File: src/sv/rtp_talkspurt_loss_monitor_assert.svh
// ---------------------------------------------------------------------------
// RTP talkspurt monitor assertion macros
// Shared concurrent assertion forms used by the monitor's modules.
// ---------------------------------------------------------------------------
`ifndef RTP_TALKSPURT_LOSS_MONITOR_ASSERT_SVH
`define RTP_TALKSPURT_LOSS_MONITOR_ASSERT_SVH

// Same-cycle implication, checked outside reset.
`define RTM_ASSERT_IMPL(label, clk, rst_n, ante, cons, msg) \
    label: assert property (@(posedge clk) disable iff (!rst_n) (ante) |-> (cons)) \
        else $error(msg);

// Next-cycle implication, checked outside reset.
`define RTM_ASSERT_NEXT(label, clk, rst_n, ante, cons, msg) \
    label: assert property (@(posedge clk) disable iff (!rst_n) (ante) |=> (cons)) \
        else $error(msg);

`endif

File: src/sv/rtm_pkg.sv
// ---------------------------------------------------------------------------
// RTP talkspurt monitor package
// Field widths, register map, reset values and the queue entry type.
// ---------------------------------------------------------------------------
package rtm_pkg;

    localparam int SEQ_W   = 16;
    localparam int BYTES_W = 16;
    localparam int TIME_W  = 32;
    localparam int GAP_W   = 16;
    localparam int LOST_W  = 15;
    localparam int CNT_W   = 32;
    localparam int BCNT_W  = 48;
    localparam int PADDR_W = 3;
    localparam int PDATA_W = 32;

    localparam logic [GAP_W-1:0] GAP_MS_RESET = 16'd200;
    localparam logic [SEQ_W-1:0] SEQ_HALF     = 16'h8000;

    // Register index, taken from paddr[2].
    localparam logic REG_GAP_MS         = 1'b0;
    localparam logic REG_REQUIRE_MARKER = 1'b1;

    typedef enum logic [1:0] {
        OP_IGNORE = 2'd0,
        OP_PACKET = 2'd1,
        OP_CLEAR  = 2'd2
    } rtm_op_t;

    typedef struct packed {
        rtm_op_t             op;
        logic [SEQ_W-1:0]    seq;
        logic                marker;
        logic [BYTES_W-1:0]  bytes;
        logic [TIME_W-1:0]   arrival;
    } rtm_entry_t;

    typedef struct packed {
        logic full;
        logic empty;
    } rtm_q_stat_t;

endpackage

File: src/sv/rtm_pkt_if.sv
// ---------------------------------------------------------------------------
// RTP packet header channel
// Valid/ready channel carrying one parsed RTP header or a clear request.
// ---------------------------------------------------------------------------
interface rtm_pkt_if import rtm_pkg::*; ();

    logic               valid;
    logic               ready;
    logic               action;
    logic               header_ok;
    logic [SEQ_W-1:0]   sequence_req;
    logic               marker;
    logic [BYTES_W-1:0] packet_bytes;
    logic [TIME_W-1:0]  arrival_ms;

    modport source (
        output valid, action, header_ok, sequence_req, marker, packet_bytes, arrival_ms,
        input  ready
    );

    modport sink (
        input  valid, action, header_ok, sequence_req, marker, packet_bytes, arrival_ms,
        output ready
    );

endinterface

File: src/sv/rtm_res_if.sv
// ---------------------------------------------------------------------------
// RTP monitor result channel
// Valid/ready channel carrying per-packet flags and the running statistics.
// ---------------------------------------------------------------------------
interface rtm_res_if import rtm_pkg::*; ();

    logic              valid;
    logic              ready;
    logic              accepted;
    logic              muted;
    logic              talkspurt_start;
    logic              marker_absent_now;
    logic [LOST_W-1:0] lost_now;
    logic [CNT_W-1:0]  packets_received;
    logic [CNT_W-1:0]  packets_dropped;
    logic [BCNT_W-1:0] bytes_received;
    logic [CNT_W-1:0]  marker_count;
    logic [CNT_W-1:0]  marker_missing_count;

    modport source (
        output valid, accepted, muted, talkspurt_start, marker_absent_now, lost_now,
               packets_received, packets_dropped, bytes_received, marker_count,
               marker_missing_count,
        input  ready
    );

    modport sink (
        input  valid, accepted, muted, talkspurt_start, marker_absent_now, lost_now,
               packets_received, packets_dropped, bytes_received, marker_count,
               marker_missing_count,
        output ready
    );

endinterface

File: src/sv/rtp_talkspurt_loss_monitor.sv
// ---------------------------------------------------------------------------
// RTP talkspurt and loss monitor
// Tracks sequence loss, talkspurt boundaries and marker bits of RTP packets.
// ---------------------------------------------------------------------------
// Each item on the pkt channel is one parsed RTP header or a clear request,
// and each one produces exactly one item on the res channel, in order. The
// block sustains one item per clock while the result consumer takes results:
// the front end classifies an item in the cycle it is accepted and writes it
// into a QUEUE_DEPTH-entry queue, and the back end retires one queued item
// per cycle into the tracking state, with the result held in an output
// register. An item passes through the queue and then the output register
// before its result is presented. The back end updates its state (16-bit
// sequence difference, 32-bit silence compare and the saturating 48-bit byte
// add) as each item is retired. When the result consumer stalls, the queue
// absorbs up to QUEUE_DEPTH items before pkt.ready drops.
// Configuration is an APB write port: gap_ms at byte address 0 and
// require_marker at byte address 4; gap_ms resets to 200 ms. Registers are
// meant to be written only while no item is in flight.
// ---------------------------------------------------------------------------
module rtp_talkspurt_loss_monitor import rtm_pkg::*; #(
    parameter int QUEUE_DEPTH = 4
) (
    input  logic               clk,
    input  logic               rst_n,
    input  logic               psel,
    input  logic               penable,
    input  logic               pwrite,
    input  logic [PADDR_W-1:0] paddr,
    input  logic [PDATA_W-1:0] pwdata,
    output logic [PDATA_W-1:0] prdata,
    output logic               pready,
    rtm_pkt_if.sink            pkt,
    rtm_res_if.source          res
);

    // Configuration registers. Only paddr[2] selects the register; the low
    // address bits are ignored.
    logic [GAP_W-1:0] gap_ms_reg;
    logic             req_marker_reg;
    logic             cfg_wr;
    logic             reg_idx;

    assign pready  = 1'b1;
    assign cfg_wr  = psel && penable && pwrite && pready;
    assign reg_idx = paddr[2];

    always_ff @(posedge clk or negedge rst_n)
    begin
        if (!rst_n)
        begin
            gap_ms_reg     <= GAP_MS_RESET;
            req_marker_reg <= 1'b0;
        end
        else if (cfg_wr)
        begin
            case (reg_idx)
                REG_GAP_MS:         gap_ms_reg     <= pwdata[GAP_W-1:0];
                REG_REQUIRE_MARKER: req_marker_reg <= pwdata[0];
                default:            gap_ms_reg     <= gap_ms_reg;
            endcase
        end
    end

    always_comb
    begin
        case (reg_idx)
            REG_GAP_MS:         prdata = {{(PDATA_W-GAP_W){1'b0}}, gap_ms_reg};
            REG_REQUIRE_MARKER: prdata = {{(PDATA_W-1){1'b0}}, req_marker_reg};
            default:            prdata = '0;
        endcase
    end

    // Front end -> queue -> back end.
    rtm_q_stat_t q_stat;
    logic        push;
    logic        pop;
    rtm_entry_t  push_data;
    rtm_entry_t  head;

    rtm_front u_front (
        .pkt       (pkt),
        .q_stat    (q_stat),
        .push      (push),
        .push_data (push_data)
    );

    rtm_queue #(
        .DEPTH (QUEUE_DEPTH)
    ) u_queue (
        .clk       (clk),
        .rst_n     (rst_n),
        .push      (push),
        .push_data (push_data),
        .pop       (pop),
        .pop_data  (head),
        .q_stat    (q_stat)
    );

    rtm_back u_back (
        .clk            (clk),
        .rst_n          (rst_n),
        .gap_ms         (gap_ms_reg),
        .require_marker (req_marker_reg),
        .q_stat         (q_stat),
        .head           (head),
        .pop            (pop),
        .res            (res)
    );

endmodule

File: src/sv/rtm_front.sv
// ---------------------------------------------------------------------------
// RTP monitor front end
// Accepts header items and classifies each as clear, packet or ignored.
// ---------------------------------------------------------------------------
module rtm_front import rtm_pkg::*; (
    rtm_pkt_if.sink    pkt,
    input  rtm_q_stat_t q_stat,
    output logic       push,
    output rtm_entry_t push_data
);

    rtm_op_t op;

    // A clear wins over everything; a bad header still yields a result.
    always_comb
    begin
        if (pkt.action)
        begin
            op = OP_CLEAR;
        end
        else if (pkt.header_ok)
        begin
            op = OP_PACKET;
        end
        else
        begin
            op = OP_IGNORE;
        end
    end

    assign pkt.ready         = !q_stat.full;
    assign push              = pkt.valid && !q_stat.full;
    assign push_data.op      = op;
    assign push_data.seq     = pkt.sequence_req;
    assign push_data.marker  = pkt.marker;
    assign push_data.bytes   = pkt.packet_bytes;
    assign push_data.arrival = pkt.arrival_ms;

endmodule

File: src/sv/rtm_queue.sv
// ---------------------------------------------------------------------------
// RTP monitor item queue
// Small register FIFO that decouples classification from the update stage.
// ---------------------------------------------------------------------------
`include "rtp_talkspurt_loss_monitor_assert.svh"

module rtm_queue import rtm_pkg::*; #(
    parameter int DEPTH = 4
) (
    input  logic        clk,
    input  logic        rst_n,
    input  logic        push,
    input  rtm_entry_t  push_data,
    input  logic        pop,
    output rtm_entry_t  pop_data,
    output rtm_q_stat_t q_stat
);

    localparam int PTR_W = (DEPTH > 1) ? $clog2(DEPTH) : 1;
    localparam int CNT_W = $clog2(DEPTH + 1);

    rtm_entry_t       mem [DEPTH];
    logic [PTR_W-1:0] wr_ptr_reg, wr_ptr_next;
    logic [PTR_W-1:0] rd_ptr_reg, rd_ptr_next;
    logic [CNT_W-1:0] cnt_reg, cnt_next;

    always_comb
    begin
        wr_ptr_next = wr_ptr_reg;
        rd_ptr_next = rd_ptr_reg;
        cnt_next    = cnt_reg;
        if (push)
        begin
            wr_ptr_next = (wr_ptr_reg == PTR_W'(DEPTH - 1)) ? '0 : wr_ptr_reg + PTR_W'(1);
        end
        if (pop)
        begin
            rd_ptr_next = (rd_ptr_reg == PTR_W'(DEPTH - 1)) ? '0 : rd_ptr_reg + PTR_W'(1);
        end
        if (push && !pop)
        begin
            cnt_next = cnt_reg + CNT_W'(1);
        end
        else if (pop && !push)
        begin
            cnt_next = cnt_reg - CNT_W'(1);
        end
    end

    always_ff @(posedge clk or negedge rst_n)
    begin
        if (!rst_n)
        begin
            wr_ptr_reg <= '0;
            rd_ptr_reg <= '0;
            cnt_reg    <= '0;
        end
        else
        begin
            wr_ptr_reg <= wr_ptr_next;
            rd_ptr_reg <= rd_ptr_next;
            cnt_reg    <= cnt_next;
        end
    end

    always_ff @(posedge clk)
    begin
        if (push)
        begin
            mem[wr_ptr_reg] <= push_data;
        end
    end

    assign pop_data     = mem[rd_ptr_reg];
    assign q_stat.full  = (cnt_reg == CNT_W'(DEPTH));
    assign q_stat.empty = (cnt_reg == '0);

    `RTM_ASSERT_NEXT(a_q_fill, clk, rst_n, push && !pop, cnt_reg == $past(cnt_reg) + CNT_W'(1), "queue count did not grow on push")
    `RTM_ASSERT_IMPL(a_q_pop_empty, clk, rst_n, pop, !q_stat.empty, "queue popped while empty")

endmodule

File: src/sv/rtm_back.sv
// ---------------------------------------------------------------------------
// RTP monitor back end
// Applies one queued item per cycle, while results are taken, to the tracking state and counters.
// ---------------------------------------------------------------------------
`include "rtp_talkspurt_loss_monitor_assert.svh"

module rtm_back import rtm_pkg::*; (
    input  logic             clk,
    input  logic             rst_n,
    input  logic [GAP_W-1:0] gap_ms,
    input  logic             require_marker,
    input  rtm_q_stat_t      q_stat,
    input  rtm_entry_t       head,
    output logic             pop,
    rtm_res_if.source        res
);

    // Tracking state
    logic              seen_reg, seen_next;
    logic [SEQ_W-1:0]  exp_seq_reg, exp_seq_next;
    logic              mute_reg, mute_next;
    logic [TIME_W-1:0] last_arr_reg, last_arr_next;
    logic [CNT_W-1:0]  rcv_reg, rcv_next;
    logic [CNT_W-1:0]  drop_reg, drop_next;
    logic [BCNT_W-1:0] byte_reg, byte_next;
    logic [CNT_W-1:0]  mark_reg, mark_next;
    logic [CNT_W-1:0]  miss_reg, miss_next;

    // Result register
    logic              res_valid_reg;
    logic              acc_reg, acc_next;
    logic              muted_reg, muted_next;
    logic              start_reg, start_next;
    logic              absent_reg, absent_next;
    logic [LOST_W-1:0] lost_reg, lost_next;

    logic [SEQ_W-1:0]  delta;
    logic [LOST_W-1:0] lost;
    logic [TIME_W-1:0] silence;
    logic              boundary;
    logic [CNT_W:0]    drop_sum;
    logic [BCNT_W:0]   byte_sum;

    assign pop = !q_stat.empty && (!res_valid_reg || res.ready);

    assign delta    = head.seq - exp_seq_reg;
    assign lost     = (seen_reg && delta != '0 && delta < SEQ_HALF) ? delta[LOST_W-1:0] : '0;
    assign silence  = head.arrival - last_arr_reg;
    assign boundary = !seen_reg || (silence > {{(TIME_W-GAP_W){1'b0}}, gap_ms});
    assign drop_sum = {1'b0, drop_reg} + (CNT_W+1)'(lost);
    assign byte_sum = {1'b0, byte_reg} + (BCNT_W+1)'(head.bytes);

    always_comb
    begin
        seen_next     = seen_reg;
        exp_seq_next  = exp_seq_reg;
        mute_next     = mute_reg;
        last_arr_next = last_arr_reg;
        rcv_next      = rcv_reg;
        drop_next     = drop_reg;
        byte_next     = byte_reg;
        mark_next     = mark_reg;
        miss_next     = miss_reg;
        acc_next      = 1'b0;
        muted_next    = 1'b0;
        start_next    = 1'b0;
        absent_next   = 1'b0;
        lost_next     = '0;
        case (head.op)
            OP_CLEAR:
            begin
                seen_next     = 1'b0;
                exp_seq_next  = '0;
                mute_next     = 1'b0;
                last_arr_next = '0;
                rcv_next      = '0;
                drop_next     = '0;
                byte_next     = '0;
                mark_next     = '0;
                miss_next     = '0;
            end
            OP_PACKET:
            begin
                drop_next     = drop_sum[CNT_W] ? '1 : drop_sum[CNT_W-1:0];
                exp_seq_next  = head.seq + SEQ_W'(1);
                if (head.marker)
                begin
                    mark_next = (mark_reg == '1) ? mark_reg : mark_reg + CNT_W'(1);
                    mute_next = 1'b0;
                end
                else if (boundary)
                begin
                    absent_next = 1'b1;
                    miss_next   = (miss_reg == '1) ? miss_reg : miss_reg + CNT_W'(1);
                    if (require_marker)
                    begin
                        mute_next = 1'b1;
                    end
                end
                rcv_next      = (rcv_reg == '1) ? rcv_reg : rcv_reg + CNT_W'(1);
                byte_next     = byte_sum[BCNT_W] ? '1 : byte_sum[BCNT_W-1:0];
                last_arr_next = head.arrival;
                seen_next     = 1'b1;
                acc_next      = 1'b1;
                muted_next    = mute_next;
                start_next    = boundary;
                lost_next     = lost;
            end
            default:
            begin
                // Invalid header: state holds, counters are reported as they stand.
            end
        endcase
    end

    always_ff @(posedge clk or negedge rst_n)
    begin
        if (!rst_n)
        begin
            seen_reg      <= 1'b0;
            exp_seq_reg   <= '0;
            mute_reg      <= 1'b0;
            last_arr_reg  <= '0;
            rcv_reg       <= '0;
            drop_reg      <= '0;
            byte_reg      <= '0;
            mark_reg      <= '0;
            miss_reg      <= '0;
            res_valid_reg <= 1'b0;
        end
        else
        begin
            if (pop)
            begin
                seen_reg     <= seen_next;
                exp_seq_reg  <= exp_seq_next;
                mute_reg     <= mute_next;
                last_arr_reg <= last_arr_next;
                rcv_reg      <= rcv_next;
                drop_reg     <= drop_next;
                byte_reg     <= byte_next;
                mark_reg     <= mark_next;
                miss_reg     <= miss_next;
            end
            if (pop)
            begin
                res_valid_reg <= 1'b1;
            end
            else if (res.ready)
            begin
                res_valid_reg <= 1'b0;
            end
        end
    end

    always_ff @(posedge clk)
    begin
        if (pop)
        begin
            acc_reg    <= acc_next;
            muted_reg  <= muted_next;
            start_reg  <= start_next;
            absent_reg <= absent_next;
            lost_reg   <= lost_next;
        end
    end

    assign res.valid                = res_valid_reg;
    assign res.accepted             = acc_reg;
    assign res.muted                = muted_reg;
    assign res.talkspurt_start      = start_reg;
    assign res.marker_absent_now    = absent_reg;
    assign res.lost_now             = lost_reg;
    assign res.packets_received     = rcv_reg;
    assign res.packets_dropped      = drop_reg;
    assign res.bytes_received       = byte_reg;
    assign res.marker_count         = mark_reg;
    assign res.marker_missing_count = miss_reg;

    `RTM_ASSERT_NEXT(a_clear_zero, clk, rst_n, pop && head.op == OP_CLEAR, !seen_reg && rcv_reg == '0 && byte_reg == '0, "clear did not zero the statistics")
    `RTM_ASSERT_NEXT(a_pkt_seen, clk, rst_n, pop && head.op == OP_PACKET, seen_reg && res.accepted, "packet not recorded as seen")
    `RTM_ASSERT_NEXT(a_pop_result, clk, rst_n, pop, res_valid_reg, "popped item produced no result")

endmodule

File: src/flat_wrapper.sv
// flat-port wrapper written by rule: the top's interface ports become plain ports
module rtp_talkspurt_loss_monitor_flat import rtm_pkg::*;
#(
    parameter int QUEUE_DEPTH = 4
)
  (clk, rst_n, psel, penable, pwrite, paddr, pwdata, prdata, pready, pkt_valid, pkt_action, pkt_header_ok, pkt_sequence_req, pkt_marker, pkt_packet_bytes, pkt_arrival_ms, pkt_ready, res_valid, res_accepted, res_muted, res_talkspurt_start, res_marker_absent_now, res_lost_now, res_packets_received, res_packets_dropped, res_bytes_received, res_marker_count, res_marker_missing_count, res_ready);
  rtm_pkt_if pkt_i ();
  rtm_res_if res_i ();
  input  logic clk;
  input  logic rst_n;
  input  logic psel;
  input  logic penable;
  input  logic pwrite;
  input  logic [PADDR_W-1:0] paddr;
  input  logic [PDATA_W-1:0] pwdata;
  output logic [PDATA_W-1:0] prdata;
  output logic pready;
  input wire logic [$bits(pkt_i.valid)-1:0] pkt_valid;
  input wire logic [$bits(pkt_i.action)-1:0] pkt_action;
  input wire logic [$bits(pkt_i.header_ok)-1:0] pkt_header_ok;
  input wire logic [$bits(pkt_i.sequence_req)-1:0] pkt_sequence_req;
  input wire logic [$bits(pkt_i.marker)-1:0] pkt_marker;
  input wire logic [$bits(pkt_i.packet_bytes)-1:0] pkt_packet_bytes;
  input wire logic [$bits(pkt_i.arrival_ms)-1:0] pkt_arrival_ms;
  output wire logic [$bits(pkt_i.ready)-1:0] pkt_ready;
  output wire logic [$bits(res_i.valid)-1:0] res_valid;
  output wire logic [$bits(res_i.accepted)-1:0] res_accepted;
  output wire logic [$bits(res_i.muted)-1:0] res_muted;
  output wire logic [$bits(res_i.talkspurt_start)-1:0] res_talkspurt_start;
  output wire logic [$bits(res_i.marker_absent_now)-1:0] res_marker_absent_now;
  output wire logic [$bits(res_i.lost_now)-1:0] res_lost_now;
  output wire logic [$bits(res_i.packets_received)-1:0] res_packets_received;
  output wire logic [$bits(res_i.packets_dropped)-1:0] res_packets_dropped;
  output wire logic [$bits(res_i.bytes_received)-1:0] res_bytes_received;
  output wire logic [$bits(res_i.marker_count)-1:0] res_marker_count;
  output wire logic [$bits(res_i.marker_missing_count)-1:0] res_marker_missing_count;
  input wire logic [$bits(res_i.ready)-1:0] res_ready;
  assign pkt_i.valid = pkt_valid;
  assign pkt_i.action = pkt_action;
  assign pkt_i.header_ok = pkt_header_ok;
  assign pkt_i.sequence_req = pkt_sequence_req;
  assign pkt_i.marker = pkt_marker;
  assign pkt_i.packet_bytes = pkt_packet_bytes;
  assign pkt_i.arrival_ms = pkt_arrival_ms;
  assign pkt_ready = pkt_i.ready;
  assign res_valid = res_i.valid;
  assign res_accepted = res_i.accepted;
  assign res_muted = res_i.muted;
  assign res_talkspurt_start = res_i.talkspurt_start;
  assign res_marker_absent_now = res_i.marker_absent_now;
  assign res_lost_now = res_i.lost_now;
  assign res_packets_received = res_i.packets_received;
  assign res_packets_dropped = res_i.packets_dropped;
  assign res_bytes_received = res_i.bytes_received;
  assign res_marker_count = res_i.marker_count;
  assign res_marker_missing_count = res_i.marker_missing_count;
  assign res_i.ready = res_ready;
  rtp_talkspurt_loss_monitor #(.QUEUE_DEPTH(QUEUE_DEPTH)) u_core (.clk(clk), .rst_n(rst_n), .psel(psel), .penable(penable), .pwrite(pwrite), .paddr(paddr), .pwdata(pwdata), .prdata(prdata), .pready(pready), .pkt(pkt_i), .res(res_i));
endmodule
File: config.mk
export PLATFORM = sky130hd
export DESIGN_NAME = rtp_talkspurt_loss_monitor_flat
export DESIGN_NICKNAME = d
export VERILOG_FILES = /design/src/sv/rtm_pkg.sv /design/src/sv/rtm_pkt_if.sv /design/src/sv/rtm_res_if.sv /design/src/sv/rtp_talkspurt_loss_monitor.sv /design/src/sv/rtm_front.sv /design/src/sv/rtm_queue.sv /design/src/sv/rtm_back.sv /design/src/flat_wrapper.sv
export VERILOG_INCLUDE_DIRS = /design/src /design/src/sv
export SDC_FILE = /design/constraint.sdc
export NUM_CORES = 1
export LEC_CHECK = 0
export BUFFER_PORTS_ARGS = -buffer_cell sky130_fd_sc_hd__buf_2
export CORE_MARGIN = 4
export CORE_UTILIZATION = 53
export DETAILED_ROUTE_END_ITERATION = 10
export GPL_ROUTABILITY_DRIVEN = 0
export PLACE_DENSITY_LB_ADDON = 0.12
export SYNTH_ARGS = -nofsm -noshare
export SYNTH_HDL_FRONTEND = slang
export SYNTH_SLANG_ARGS = --single-unit
File: constraint.sdc
create_clock -name clk -period 6.8 [get_ports clk]
set_input_delay 1.36 -clock clk [delete_from_list [all_inputs] [get_ports clk]]
set_output_delay 1.36 -clock clk [all_outputs]
set_load 0.01 [all_outputs]
==> results of run 1 <==
-- power groups by stage --
stage	registers, mW	clock network (mW)	logic, mW
floorplan	4.37	0	4.64
CTS	4.32	3.27	6.46
detailed placement	4.38	0	6.42
finish	4.32	3.20	6.45
global placement	4.35	0	6.27
global route	4.38	3.40	7.17
-- critical path, cell delays in order, from the launching register on --
cell and delay, ps:
dfrtp_4 600, buf_6 250, mux4_2 510, inv_1 90
ha_1 180, inv_1 60, fa_1 390, a21o_1 220
a221oi_4 390, o211ai_2 190, nand2_1 170, o221ai_1 140
xnor2_1 350, ha_1 340, a21oi_1 180, nand2_1 80
a221oi_1 320, o211ai_1 230, a211oi_1 340, o2111ai_1 160
and4b_1 280, buf_4 280, nor3_1 140, a211oi_1 260
a31o_2 140
-- path summary, 6_finish.rpt --
path,end,slack (ps),from
worst max-delay path,u_core.u_back.res.marker_missing_count[6],440,u_core.u_queue.rd_ptr_reg[0]
worst max register to register,u_core.u_back.res.marker_missing_count[6],440,u_core.u_queue.rd_ptr_reg[0]
max in group asynchronous,u_core.u_queue.cnt_reg[0],4630,rst_n
worst min-delay path,u_core.u_back.last_arr_reg[0],490,u_core.u_back.last_arr_reg[0]
min in group asynchronous,u_core.u_back.res.packets_received[13],850,rst_n
worst min register to register,u_core.u_back.last_arr_reg[0],490,u_core.u_back.last_arr_reg[0]
-- cells by family after synthesis --
logic type | count (synthesis) | share of synthesized area
XOR/XNOR | 135 | 0.0437
adder cells (fa/ha/maj) | 110 | 0.0523
flip-flops | 538 | 0.551
buffers and inverters | 238 | 0.0375
AO/OA/AOI/OAI | 470 | 0.109
AND/OR/NAND/NOR | 764 | 0.136
other | 2 | 0.000278
multiplexers | 103 | 0.0702
-- cell type report --
class | instances | area [µm²]
inverter | 125 | 469
timing repair buffer | 333 | 1770
multi-input combinational | 1599 | 11300
antenna | 6 | 15.0
clock buffer | 83 | 1720
tap | 672 | 841
fill | 4130 | 19000
sequential | 538 | 14900
clock inverter | 22 | 243
-- metrics by stage --
stage          TNS, ps  area (µm²)  worst slack, ps  instances
2_1_floorplan        0       27100              325       2375
3_3_place_gp         0       29200             8.34       3264
3_5_place_dp      -360       29200            -88.3       3264
4_1_cts              0       31200              175       3369
5_1_grt              0       31200             1.70       3373
6_report             0       31200              438       3378
-- synthesized netlist by cell type, types with 10 or more instances --
library cell and instances:
clkbuf_1 65, dfrtp_1 248, o22ai_1 19, xnor2_1 62, buf_2 14, and4_1 14, a31oi_1 23, nand2_1 174
buf_4 17, nand3_1 111, nor2b_1 17, nor3_1 42, mux4_2 67, nand2b_1 24, and2_1 14, edfxtp_1 287
a21oi_1 124, nor2_1 235, xor2_1 73, o21ai_0 149, inv_1 124, a311oi_1 12, a21o_1 33, ha_1 105
a211oi_1 16, mux2i_1 13, o31ai_1 10, and3_1 41, nand4_1 30, a31o_2 10, mux2_2 23, or3_1 22
buf_1 11
-- repair_timing --
action                                  CTS  global route
resized for setup                         1             5
gates cloned                              0             0
endpoints found under the setup margin    6            39
pin swaps                                 0             1
hold endpoints to repair                  0             0
buffers inserted                          0             3
-- routing by layer --
metal	global-route usage	up-vias	routed length [µm]
met5	0	-	62
met4	0.0639	10	1600
met3	0.0490	100	4490
met2	0.382	540	30900
met1	0.336	9663	29300
li1	-	9191	-
==> results.toml, run 1 <==
[timing]
finalCritPeriodShare = 0.936
fmax_mhz = 157
worst_slew_pin_slew_ps = 1070
drv_slew = 0
hold_viol = 0
slew_headroom = 0.282
whs_ps = 490
min_period_ps = 6360
rsz0062_at_grt = "false"
setup_viol = 0
finClkSkew_ps = 17.5

[floorplan]
fp.dieW_um = 234
die_area_um2 = 54700
fp.coreArea_um2 = 50300
die_y_um = 234
row_count = 82
start_util = 0.538
num_io_pins = 339

[status]
status = "complete, no violations"

[final_layout]
fin_util = 0.621
regMostFlops = "u_core.u_queue.mem"
largest_register_ffs = 268
final_common_cell = "buf_2"
layout_common_cells = "buf_2 (302), edfxtp_1 (287), dfrtp_1 (246)"
nets = 2872
areaGrowthSynthToFinish_pct = 15.4
drive_gt1_frac = 0.210

[synth]
synth.top_cells.by_area = "edfxtp_1 (32%), dfrtp_1 (23%), mux4_2 (5.6%)"
avgSynthCellArea_um2 = 11.5
synthArstFlopShare = 0.467
synth_cell_types = 86
syn_inst = 2360
synth.yosys.seq_area_share = 0.551
ys_seq_elements = 538
netlist.area_leader.share = 0.319
synth_edf_count = 287
yosys.area.top_type = "edfxtp_1"
synthFlopType = "edfxtp_1"
synth-warning-count = 0
syn_area_um2 = 27000

[routing]
routedWlPerCell_um = 19.6
remaining_drc_errors = 0
viasPerCell = 5.77
drt_iter0_drc = 1416
drtAntennaViolNets = 0
via_count = 19500
drt_wl_total_um = 66300
dr.pass1.iters = 5

[clock_network]
cts_buffers = 56
cts_hold_buf = 0
clockBufferDepth = 3
cts-root-buf = "clkbuf_16"
numClockSinks = 538
cts_tree = "done"
clk_pin_slew_ps = 60
cts-htree-levels = 2
clk-insertion-delay-late_ps = 610

[placed_design]
dpl.hpwl_um = 46100
port-buffer-count = 303

[power]
vdd_drop_max_uv = 216
leakage_nw = 13.2
pwr-share-comb = 0.462
power_mw = 14.0
p_per_area_nw_per_um2 = 447
net-switching-power_mw = 5.54
power_frac_clock = 0.229
seq_power_share = 0.309
switching_share = 0.397
internal_power_mw = 8.43

[setup_path]
start_kind = "flop"
reg2regPathDepth = 24
required_ps = 7340
critical_path_class = "reg2reg"
crit_path_end_kind = "flop"
arrival_ps = 6900
cp_max_fo = 16

[grt]
gr-usage-all-layers = 0.239
grt-ovfl-total = 0
grt_pass1_wl_um = 104000
antenna_found_initial = 10
grt_start_max_net_pins = 128
grt_pass1_vias = 19000

[run]
maxCapViolCount = 0

[min_path]
hp-class = "reg2reg"
hold_depth = 2
Power figures use the tool's default switching activity.
==> inputs of run 2 (changes only) <==
Settings changed: CORE_UTILIZATION 53 to 25.
==> results.toml, run 2 (synthesis results as in run 1) <==
[timing]
min_period_ps = 6380
setup_viol = 0
rsz0062_at_grt = "false"
slew_headroom = 0.324
fmax_mhz = 157
worst_slew_pin_slew_ps = 1010
setup_tns_ps = 0
drv_slew = 0
finClkSkew_ps = 27.7
hold_viol = 0
finalCritPeriodShare = 0.938

[setup_path]
required_ps = 7340
crit_path_max_incr_delay_ps = 570
start_kind = "flop"
reg2regPathDepth = 23
cp_max_fo = 18
cp_slowest_cell = "mux4_2"
critical_path_class = "reg2reg"
crit_path_end_kind = "flop"
crit_chain = "buf_4, buf_6, mux4_2, ha_1, a21o_4, a31o_2, o21ai_0, and3_1, o21ai_0, xor2_1, ha_1, nand4_1, nor2_1, a221oi_1, o211ai_1, a211oi_1, o2111ai_1, and4b_1, buf_12, nor4_4, buf_4, nand3_1, mux2i_1"
arrival_ps = 6920

[final_layout]
nets = 2892
fin_area_um2 = 32500
final_common_cell = "buf_2"
drive_gt1_frac = 0.213
regMostFlops = "u_core.u_queue.mem"
multi_input_area_um2 = 11300
fillers = 11000
fin_util = 0.303
largest_register_ffs = 268
stdcell_count = 4135
layout_common_cells = "buf_2 (302), edfxtp_1 (287), dfrtp_1 (246)"
register_area_um2 = 14900
areaGrowthSynthToFinish_pct = 20.1

[grt]
grt_start_max_net_pins = 145
antenna_found_initial = 16
grt_pass1_wl_um = 124000
grt-ovfl-total = 0
gr-usage-all-layers = 0.143
grt-busiest-layer = "met2"
grt_pass1_vias = 19700
met1_usage = 0.189
met3_usage = 0.0391
grtUsageMet2 = 0.227

[power]
power_mw = 14.6
vdd_drop_max_uv = 210
p_per_area_nw_per_um2 = 448
leakage_nw = 13.3

[floorplan]
fp.coreArea_um2 = 107000
die_area_um2 = 114000
start_util = 0.252
row_count = 120
die_y_um = 337
num_io_pins = 339
fp.dieW_um = 337

[run]
maxCapViolCount = 0

[min_path]
hp-class = "reg2reg"
hold_depth = 2

[routing]
drt_iter0_drc = 1026
remaining_drc_errors = 0
dr.pass1.iters = 5
drtAntennaViolNets = 0
routedWlPerCell_um = 19.8
drt_wl_total_um = 81900
viasPerCell = 4.67
via_count = 19300

[clock_network]
numClockSinks = 538
clk-insertion-delay-late_ps = 630
clockBufferDepth = 3
cts_buffers = 69
cts-root-buf = "clkbuf_16"
cts-htree-levels = 3
clk_pin_slew_ps = 60
cts_hold_buf = 0
cts_tree = "done"

[placed_design]
port-buffer-count = 303
place_area_um2 = 30200
dp_cells = 4000
dpl.hpwl_um = 56400

[status]
status = "complete, no violations"
## run 2: cell count changes in the layout (fill, tap and decap cells not counted), sizes merged
| cell | previous run | this run |
|---|---|---|
| buf | 333 | 340 |
| clkinvlp | 1 | 2 |
| diode | 6 | 4 |
| clkinv | 14 | 22 |
| clkbuf | 83 | 92 |
| inv | 127 | 130 |
## run 2: worst max-delay path, delay by kind of cell, from the launching register on
kind                       cells  cell delay, ps
AOI/OAI and AO/OA              8            2010
and+or+nand+nor                6             990
buffers and inverters          4             970
muxes                          2             760
adders and majority gates      2             720
DFF                            1             490
xor gates and xnor gates       1             300
## run 2: final cells by class
| class | count | share of cell area |
|---|---|---|
| timing repair buffer | 340 | 0.0568 |
| sequential | 538 | 0.459 |
| clock inverter | 34 | 0.0102 |
| multi-input combinational | 1599 | 0.347 |
| antenna | 4 | 0.000308 |
| tap | 1403 | 0.0540 |
| clock buffer | 92 | 0.0584 |
| inverter | 125 | 0.0144 |
## run 2: metrics by stage
step,worst slack [ps],hold WS [ps]
finish,424,487
detailed placement,-310,480
global route,8.15,514
global placement,-313,472
floorplan,325,455
CTS,70.2,490
## run 2: power by group
part           total (mW)  switching (mW)  internal, mW
clock                3.62            1.46          2.16
combinational        6.64            4.20          2.44
sequential           4.31           0.250          4.06
## run 2: worst paths after layout
path	startpoint	end	slack (ps)
max in group asynchronous	rst_n	u_core.u_back.exp_seq_reg[11]	4850
worst min-delay path	u_core.u_back.res.valid	u_core.u_back.res.valid	490
min in group asynchronous	rst_n	u_core.u_back.res.packets_received[26]	640
worst min register to register	u_core.u_back.res.valid	u_core.u_back.res.valid	490
worst max register to register	u_core.u_queue.rd_ptr_reg[0]	u_core.u_back.res.marker_missing_count[26]	420
worst max-delay path	u_core.u_queue.rd_ptr_reg[0]	u_core.u_back.res.marker_missing_count[26]	420
## run 2: per-layer routing
metal  routed length (µm)  vias up  part of all wire
met5                   80        -           0.00098
li1                     -     9240                 -
met1                37800     9523              0.46
met4                 2270       12             0.028
met2                36900      386              0.45
met3                 4870      131             0.059
## run 2: what timing repair did
item / in CTS / in global routing
gates cloned: 0 / 0
pin swaps: 0 / 3
resized for setup: 1 / 4
endpoints found under the hold margin: 0 / 0
endpoints found under the setup margin: 10 / 47
setup buffers: 0 / 5
==> inputs of run 3 (changes only) <==
Settings changed: CORE_UTILIZATION 25 to 27.
==> results.toml, run 3 (synthesis results as in run 1) <==
[floorplan]
row_count = 115
start_util = 0.274
die_area_um2 = 105000
fp.coreArea_um2 = 98900
die_y_um = 325
fp.dieW_um = 325
num_io_pins = 339

[clock_network]
cts-htree-levels = 3
clk_pin_slew_ps = 60
cts_buffers = 68
postCtsSetupRepairBufs = 0
numClockSinks = 538
cts-root-buf = "clkbuf_16"
clk-insertion-delay-late_ps = 620
cts_tree = "done"
clockBufferDepth = 3

[routing]
remaining_drc_errors = 0
drt_iter0_drc = 1123
viasPerCell = 4.81
drtAntennaViolNets = 0
dr.pass1.iters = 5
drt_wl_total_um = 80000
via_count = 19300
routedWlPerCell_um = 20.0

[timing]
finClkSkew_ps = 27.5
fmax_mhz = 160
hold_viol = 0
setup_viol = 0
drv_slew = 0
worst_slew_pin_slew_ps = 998
whs_ps = 493
slew_headroom = 0.335
setup_ws_ps = 552
rsz0062_at_grt = "false"
finalCritPeriodShare = 0.919
setup_tns_ps = 0
min_period_ps = 6250

[placed_design]
place_worst_setup_slack_ps = 241
dp_cells = 3881
place_area_um2 = 30000
port-buffer-count = 303
dpl.hpwl_um = 55200

[min_path]
hp-class = "reg2reg"
hold_start = "u_core.u_back.res.valid"
min_to = "u_core.u_back.res.valid"
hold_depth = 2

[grt]
grt_pass1_vias = 19500
grt_pass1_wl_um = 123000
antenna_found_initial = 12
gr-usage-all-layers = 0.150
grt_start_max_net_pins = 142
grt-ovfl-total = 0

[power]
vdd_drop_max_uv = 207
leakage_nw = 13.3
p_per_area_nw_per_um2 = 452
power_mw = 14.6

[setup_path]
start_kind = "flop"
cp_max_fo = 12
crit_path_end_kind = "flop"
cp-startpoint = "u_core.u_queue.rd_ptr_reg[0]"
r2r_slack_ps = 550
critical_path_class = "reg2reg"
regToRegStartpoint = "u_core.u_queue.rd_ptr_reg[0]"
reg2reg_to = "u_core.u_back.res.packets_dropped[23]"
arrival_ps = 6750
required_ps = 7300
reg2regPathDepth = 25

[final_layout]
fin_area_um2 = 32400
areaGrowthSynthToFinish_pct = 19.6
largest_register_ffs = 268
regMostFlops = "u_core.u_queue.mem"
drive_gt1_frac = 0.213
layout_common_cells = "buf_2 (302), edfxtp_1 (287), dfrtp_1 (246)"
final_common_cell = "buf_2"
nets = 2883
fin_util = 0.327
stdcell_count = 4011

[run]
maxCapViolCount = 0

[status]
status = "complete, no violations"
==> run 3: what timing repair did <==
item                                    in CTS  in global routing
hold buffers                                 0                  0
endpoints found under the setup margin       0                 31
resized for setup                            0                  3
==> run 3: how the worst max path moves through the flow <==
| stage | to | slack, ps |
|---|---|---|
| after floorplan | u_core.u_back.res.packets_dropped[19] | 330 |
| after global placement | u_core.u_back.res.packets_dropped[26] | 260 |
| after detailed placement | u_core.u_back.res.packets_dropped[22] | 240 |
| after CTS | u_core.u_back.res.packets_dropped[22] | 220 |
| after global routing | u_core.u_back.res.packets_dropped[7] | 20 |
| final | u_core.u_back.res.packets_dropped[23] | 550 |
==> run 3: where the power goes <==
part | total [mW] | internal [mW] | switching (mW)
clock | 3.70 | 2.25 | 1.46
combinational | 6.62 | 2.46 | 4.16
sequential | 4.31 | 4.06 | 0.248
==> run 3: per-layer routing <==
metal | global-route usage | vias up | wire, µm
li1 | - | 9228 | -
met1 | 0.201 | 9557 | 36800
met2 | 0.234 | 413 | 36000
met3 | 0.0432 | 104 | 5240
met4 | 0.0489 | 6 | 1930
met5 | 0 | - | 33
==> run 3: cell type report <==
cell class,instances,area (µm²)
Fill cell,9946,66500
Sequential cell,538,14900
Multi-Input combinational cell,1599,11300
Clock buffer,89,1860
Timing Repair Buffer,332,1790
Tap cell,1287,1610
Inverter,125,469
Clock inverter,35,423
Antenna cell,6,15.0
==> run 3: worst max-delay path, stage by stage, from the launching register on <==
cell and delay (ps):
dfrtp_4 530, mux4_2 590, ha_1 300, nor2b_1 110, o21ai_0 100, a21boi_0 180, o21ai_0 140, a21oi_2 220
nand4_1 110, and4b_1 230, o31ai_1 280, xnor2_1 140, nand2_1 190, buf_4 220, nor2_1 60, ha_1 340
and2_1 230, nand4_1 120, nor3b_1 320, nor3_1 130, or3_1 380, a21oi_1 410, nor2b_1 200, buf_4 200
a31oi_1 110, a311oi_1 270
